`src/sv/vsids_literal_activity_ranker_defines.svh`:
```
// Assertion macros shared by the literal activity ranker modules.
// Needs a clock named i_clk and an active-low reset named i_rst_n in scope.
`ifndef VSIDS_LITERAL_ACTIVITY_RANKER_DEFINES_SVH
`define VSIDS_LITERAL_ACTIVITY_RANKER_DEFINES_SVH

// Same-cycle implication, checked outside reset.
`define VLAR_ASSERT_NOW(label, ante, cons, msg) \
    label: assert property (@(posedge i_clk) disable iff (!i_rst_n) (ante) |-> (cons)) \
        else $error(msg);

// Next-cycle implication, checked outside reset.
`define VLAR_ASSERT_NEXT(label, ante, cons, msg) \
    label: assert property (@(posedge i_clk) disable iff (!i_rst_n) (ante) |=> (cons)) \
        else $error(msg);

`endif

```
`src/sv/vlar_pkg.sv`:
```
// Package of the literal activity ranker: sizes, codes, controller states,
// datapath operations and the command and status structs. No dependencies.
package vlar_pkg;

    localparam int MAX_VARS   = 1024;
    localparam int ADDR_W     = $clog2(MAX_VARS);
    localparam int VAR_W      = 11;
    localparam int RANK_W     = 10;
    localparam int CFG_DATA_W = 16;
    localparam int SCORE_BITS = 32;
    localparam int FRAC_BITS  = 16;
    localparam int PROD_W     = SCORE_BITS + CFG_DATA_W;

    localparam logic [SCORE_BITS-1:0] SCORE_MAX = '1;
    localparam logic [SCORE_BITS-1:0] SCORE_ONE = SCORE_BITS'(1) << FRAC_BITS;

    typedef enum logic [1:0] {
        CMD_INIT_LIT  = 2'd0,
        CMD_LEARN_LIT = 2'd1,
        CMD_POLARITY  = 2'd2,
        CMD_RANK_READ = 2'd3
    } t_cmd_code;

    typedef enum logic [1:0] {
        CFG_VARS_IN_USE  = 2'd0,
        CFG_DECAY_FACTOR = 2'd1,
        CFG_DECAY_PERIOD = 2'd2
    } t_cfg_index;

    typedef enum logic [4:0] {
        S_CLEAR, S_IDLE, S_ITEM_RD, S_ITEM_EX,
        S_DEC_RD, S_DEC_MP, S_DEC_MN, S_DEC_WN,
        S_KEY_RD, S_KEY_VR, S_KEY_WR,
        S_SORT_RD, S_SORT_LD, S_STEP_RD, S_STEP_CMP, S_SORT_PUT,
        S_FINISH
    } t_state;

    typedef enum logic [4:0] {
        OP_NONE, OP_CLEAR, OP_ACCEPT, OP_ITEM_RD, OP_ITEM_EX,
        OP_DEC_RD, OP_DEC_MP, OP_DEC_MN, OP_DEC_WN,
        OP_KEY_RD, OP_KEY_VR, OP_KEY_WR,
        OP_SORT_RD, OP_SORT_LD, OP_STEP_RD, OP_STEP_CMP, OP_SORT_PUT,
        OP_FINISH
    } t_op;

    typedef struct packed {
        t_op  op;
        logic in_ready;
    } t_dp_cmd;

    typedef struct packed {
        logic is_lit_last;
        logic decay_hit;
        logic sort_needed;
        logic idx_last_all;
        logic idx_last_key;
        logic key_less;
        logic j_one;
        logic j_zero;
        logic i_last;
        logic out_free;
    } t_dp_sts;

endpackage

```
`src/sv/vlar_ctrl.sv`:
```
// Controller state machine of the literal activity ranker.
// Depends on vlar_pkg and the assertion macro header.
`include "vsids_literal_activity_ranker_defines.svh"

module vlar_ctrl import vlar_pkg::*; (
    input  logic    i_clk,
    input  logic    i_rst_n,
    input  logic    i_in_valid,
    input  t_dp_sts i_sts,
    output t_dp_cmd o_cmd
);

    t_state r_state;
    t_state n_state;

    always_ff @(posedge i_clk) begin
        if (!i_rst_n) begin
            r_state <= S_CLEAR;
        end else begin
            r_state <= n_state;
        end
    end

    always_comb begin
        n_state = r_state;
        unique case (r_state)
            S_CLEAR:    if (i_sts.idx_last_all) n_state = S_IDLE;
            S_IDLE:     if (i_in_valid) n_state = S_ITEM_RD;
            S_ITEM_RD:  n_state = S_ITEM_EX;
            S_ITEM_EX: begin
                if (!i_sts.is_lit_last) n_state = S_FINISH;
                else if (i_sts.decay_hit) n_state = S_DEC_RD;
                else if (i_sts.sort_needed) n_state = S_KEY_RD;
                else n_state = S_FINISH;
            end
            S_DEC_RD:   n_state = S_DEC_MP;
            S_DEC_MP:   n_state = S_DEC_MN;
            S_DEC_MN:   n_state = S_DEC_WN;
            S_DEC_WN: begin
                if (!i_sts.idx_last_all) n_state = S_DEC_RD;
                else if (i_sts.sort_needed) n_state = S_KEY_RD;
                else n_state = S_FINISH;
            end
            S_KEY_RD:   n_state = S_KEY_VR;
            S_KEY_VR:   n_state = S_KEY_WR;
            S_KEY_WR:   n_state = i_sts.idx_last_key ? S_SORT_RD : S_KEY_RD;
            S_SORT_RD:  n_state = S_SORT_LD;
            S_SORT_LD:  n_state = S_STEP_RD;
            S_STEP_RD:  n_state = S_STEP_CMP;
            S_STEP_CMP: n_state = (i_sts.key_less && !i_sts.j_one) ? S_STEP_RD : S_SORT_PUT;
            S_SORT_PUT: n_state = i_sts.i_last ? S_FINISH : S_SORT_RD;
            S_FINISH:   if (i_sts.out_free) n_state = S_IDLE;
            default:    n_state = S_CLEAR;
        endcase
    end

    always_comb begin
        o_cmd = '{op: OP_NONE, in_ready: 1'b0};
        unique case (r_state)
            S_CLEAR: o_cmd.op = OP_CLEAR;
            S_IDLE: begin
                o_cmd.in_ready = 1'b1;
                o_cmd.op       = i_in_valid ? OP_ACCEPT : OP_NONE;
            end
            S_ITEM_RD:  o_cmd.op = OP_ITEM_RD;
            S_ITEM_EX:  o_cmd.op = OP_ITEM_EX;
            S_DEC_RD:   o_cmd.op = OP_DEC_RD;
            S_DEC_MP:   o_cmd.op = OP_DEC_MP;
            S_DEC_MN:   o_cmd.op = OP_DEC_MN;
            S_DEC_WN:   o_cmd.op = OP_DEC_WN;
            S_KEY_RD:   o_cmd.op = OP_KEY_RD;
            S_KEY_VR:   o_cmd.op = OP_KEY_VR;
            S_KEY_WR:   o_cmd.op = OP_KEY_WR;
            S_SORT_RD:  o_cmd.op = OP_SORT_RD;
            S_SORT_LD:  o_cmd.op = OP_SORT_LD;
            S_STEP_RD:  o_cmd.op = OP_STEP_RD;
            S_STEP_CMP: o_cmd.op = OP_STEP_CMP;
            S_SORT_PUT: o_cmd.op = OP_SORT_PUT;
            S_FINISH:   o_cmd.op = i_sts.out_free ? OP_FINISH : OP_NONE;
            default:    o_cmd.op = OP_NONE;
        endcase
    end

    `VLAR_ASSERT_NEXT(a_accept_reads, i_in_valid && o_cmd.in_ready, r_state == S_ITEM_RD,
        "accepted transaction did not start its read")
    `VLAR_ASSERT_NEXT(a_finish_holds, r_state == S_FINISH && !i_sts.out_free,
        r_state == S_FINISH, "result left while output register was full")
    `VLAR_ASSERT_NOW(a_step_j_nonzero, r_state == S_STEP_RD, !i_sts.j_zero,
        "insertion step read below rank zero")

endmodule

```
`config.mk`:
```
export PLATFORM = sky130hd
export DESIGN_NAME = vlar_ctrl
export DESIGN_NICKNAME = d
export VERILOG_FILES = /design/src/sv/vlar_pkg.sv /design/src/sv/vlar_ctrl.sv
export VERILOG_INCLUDE_DIRS = /design/src /design/src/sv
export SDC_FILE = /design/constraint.sdc
export NUM_CORES = 1
export LEC_CHECK = 0
export BUFFER_PORTS_ARGS = -buffer_cell sky130_fd_sc_hd__buf_2
export CAP_MARGIN = 20
export CORE_MARGIN = 4
export CORE_UTILIZATION = 39
export CTS_CLUSTER_DIAMETER = 150
export DETAILED_ROUTE_END_ITERATION = 6
export PLACE_DENSITY = 0.65
export SLEW_MARGIN = 5
export SYNTH_ARGS = -nofsm -noshare
export SYNTH_HDL_FRONTEND = slang
export SYNTH_SLANG_ARGS = --single-unit
```
`constraint.sdc`:
```
create_clock -name i_clk -period 1.5 [get_ports i_clk]
set_input_delay 0.075 -clock i_clk [delete_from_list [all_inputs] [get_ports i_clk]]
set_output_delay 0.075 -clock i_clk [all_outputs]
set_load 0.1 [all_outputs]
```
==> results.md <==
Synth:
- The post-synth design cell area is 525.5 um2.
- The share of the synthesized area in compound gates (AO/OA/AOI/OAI) is roughly 30%.
- The share of the Yosys chip area taken by registers is 19.05%.
- The number of warnings reported in the yosys synthesis log is 0.
- The largest family of logic cells by synthesized area is simple AND/OR/NAND/NOR gates.
- The synthesized netlist devotes 3.333% of its cell area to XOR and XNOR gates.
- The number of unique standard cell types used by synthesis is 36.
- When the netlist entered floorplanning its net count stood at 84.
- The mean instance size in the synthesized netlist is 7.401 um2.
- The area fraction in and, or, nand and nor cells after synthesis is 34.29%.
- The adder-cell share of the synthesized area is 0%.
- Of the post-synthesis cell area, the part taken by muxes is 0%.
- In the synthesized netlist, the number of instances is 71.
- The flop and latch count out of synthesis is 5.

Power and ir drop:
- Summing internal, switching and leakage power gives 0.7526 mW.
- The static leakage is 0.3736 nW.
- IR analysis of the VDD net gives a maximum drop of 0.6186 mV.
- Power spread over the standard cell area amounts to 850.7 nW/um2.

Placed design:
- The area after detailed placement is approximately 790 um2.
- Detailed placement ended at an HPWL of 1120 um.
- The congestion estimate from routability-driven global placement came to about 0.8.
- The count of buffers added on input and output ports is 17.

Floorplan:
- The initial cell density of the core is between 40% and 50%.
- The core region is 1186 um2.
- The floorplan step defined a die boundary enclosing approximately 2000 um2.
- After floorplanning, the core was divided into 12 placement rows.
- In this run the count of I/O pins placed on the die edge is 19.
- The die is 44.71 um wide.
- The chip height is 44.71 um.

Final layout:
- The number of antenna diodes in the final layout is 0.
- In the final layout, the registers with the most flip-flops are r_state (5).
- After the last flow step, the layout net total stands at 113.
- Of the cells placed in the final design, the portion with a size suffix greater than 1 is 51.52%.
- The finished cells cover 884.6 um2.
- The area growth from synthesis to layout is 68.33%.
- The register with the most flip-flops in the layout has 5 of them.
- The register bank with the most flops is r_state.

Clocking:
- The total of hold buffers inserted after clock tree synthesis is 0.
- The number of clock sinks is 5.
- CTS placed an instance of sky130_fd_sc_hd__clkbuf_4 at the clock tree root.
- Clock-pin slew was measured on the worst setup and hold paths at 0.04 ns.
- The TritonCTS clock tree is yes.
- The later pin in the worst-skew pair is clocked with a latency of 0.23 ns.
- The clock passes through at most 2 buffers.
- CTS built an H-tree with a depth of 1.
- In this run, CTS created clock tree buffers numbering 3.

Timing:
- Across the routed clock network, the largest skew measured is about 0.0013 ns.
- The worst relative slew slack is ~80%.
- The slew of the pin with the lowest slew margin is 0.3050 ns.
- For this run, the top clock speed supported by timing is 666.4 MHz.
- The max-slew violation count is 0.
- The final critical-path required period is approximately 1.5 ns.
- The total setup violations reported at the end of the flow is 1.
- The worst-case setup margin in the final layout is -0.0006929 ns.
- The count of final hold-check violations is 0.
- Setup repair after global routing could not meet its margin everywhere.
- The fraction of the cycle the final worst path needs is 100.0%.
- The worst hold-check slack is ~0.11 ns.

Flow run:
- Max-cap violations in this run came to 0.

Global routing:
- The number of global-route vias before repair is 607.
- The remaining global-route overflow is 0.
- The total global routing track utilization is 17.12%.
- The pin count of the biggest net entering global routing is 13.
- The wire length of the first global-routing pass is about 2500 um.
- The initial antenna violation count came to 0.

Detailed routing:
- The detailed router placed 625 vias in this run.
- The final layout contains routed wiring with a total length of 1658 um.
- The first detailed-routing pass ran for 4 iterations.
- The violation count after the first detailed-routing iteration is 16.
- The routed via count divided by cell count is 5.531.
- In the final routed layout, each cell accounts on average for 14.67 um.
- For this run, design rule violations remaining after detail routing come to 0.
- The post-route antenna net violation count is 0.

Setup path:
- The critical path endpoint category is an output pin.
- The setup path with the least slack is of type flip-flop to output pin.
- Along the worst path, the maximum fanout reaches 8.
- The start point of the critical path is r_state[0].
- The worst path required time is 1.42 ns.
- The endpoint arrival time on the critical path is 1.43 ns.
- The critical path launch point type is a flip-flop.
- The startpoint identified for the worst register-to-register timing path is r_state[0].

Status:
- The final reports fail on negative setup slack.
- The run finished, with violations left.

Worst hold path:
- The start point of the worst min-delay path is i_rst_n.
- The worst hold-check path type is input port to flip-flop.
==> cell type report <==
class,instances,area [um2]
Multi-Input combinational cell,55,422.9
Timing Repair Buffer,30,289.0
Clock buffer,4,26.28
Fill cell,93,301.5
Tap cell,14,17.52
Inverter,5,18.77
Sequential cell,5,110.1
==> cell families after synthesis <==
| group | Yosys count |
|---|---|
| compound gates | 24 |
| buf+inv | 11 |
| flops | 5 |
| simple gates | 29 |
| xor+xnor | 2 |
==> where the power goes <==
part,internal [mW],total [mW],switching (mW)
Combinational,0.186,0.425,0.238
Sequential,0.145,0.176,0.0316
Clock,0.100,0.152,0.0513
==> metrics by stage <==
stage / setup TNS (ns) / setup slack (ns) / util, % / std cells
6_report: -0.0006929 / -0.0006929 / 74.58 / 113
5_1_grt: -0.1092 / -0.05691 / 74.58 / 113
4_1_cts: 0 / 0.0008146 / 71.73 / 111
3_5_place_dp: 0 / 0.1279 / 66.35 / 104
3_3_place_gp: 0 / 0.1521 / 66.35 / 104
2_1_floorplan: 0 / 0.007590 / - / 71
==> path summary, 6_finish.rpt <==
| kind | end | slack [ns] | depth (start not counted) |
|---|---|---|---|
| hold reg to reg | r_state[1] | 0.65 | 3 |
| setup / recovery | o_cmd[5] | -0.0007 | 4 |
| hold / removal | r_state[4] | 0.11 | 2 |
| setup reg to reg | r_state[0] | 0.11 | 6 |
==> Yosys cell counts (all sizes together) <==
cell type  n  area share, %
a21o       1            1.4
a21oi      8            7.6
a31oi      2            2.4
and2       1            1.2
and2b      1            1.4
and3       3            3.6
buf        6             10
dfxtp      5             19
inv        5            3.6
nand2      3            2.6
nand2b     1            1.2
nand3      2            1.9
nand3b     1            1.4
nand4      1            1.2
nand4b     1            1.7
nor2       7            5.0
nor2b      1            1.2
nor3       2            1.9
nor3b      2            2.9
nor4       1            4.0
nor4b      1            1.7
o2111ai    1            1.7
o21a       1            1.4
o21ai      5            4.8
o21bai     1            1.4
o22ai      1            1.2
o2bb2ai    1            2.9
o311ai     1            1.7
o31a       1            1.7
o31ai      1            1.4
or2b       1            1.4
xor2       2            3.3
==> metal layers <==
layer  up-vias  track usage (%)  routed length, um
li1        311                -                  -
met1       295            20.24                682
met2        15            26.36                891
met3         4            5.179                 55
met4         0            11.45                 28
met5         -                0                  0
==> worst max-delay path: stages (launching register included) <==
cell	delay (ns)
sky130_fd_sc_hd__dfxtp_4	0.37
sky130_fd_sc_hd__nor4_4	0.28
sky130_fd_sc_hd__and3_4	0.22
sky130_fd_sc_hd__o21bai_4	0.12
sky130_fd_sc_hd__buf_12	0.19
==> cell usage in the layout, fill, tap and decap left out, types with 3 or more instances in the layout <==
cell                        n
sky130_fd_sc_hd__o21ai_0    4
sky130_fd_sc_hd__buf_2     11
sky130_fd_sc_hd__buf_4     11
sky130_fd_sc_hd__a21oi_1    6
sky130_fd_sc_hd__clkbuf_4   3
sky130_fd_sc_hd__buf_12     7
sky130_fd_sc_hd__nor2_1     3
sky130_fd_sc_hd__inv_1      5
==> repair_timing <==
action	CTS	global route
setup buffers	3	2
endpoints found under the setup margin	4	6
gates resized for setup	6	6
endpoints found under the hold margin	0	0
pin swaps	0	1
Note: power is estimated with default switching activity, not from simulation.
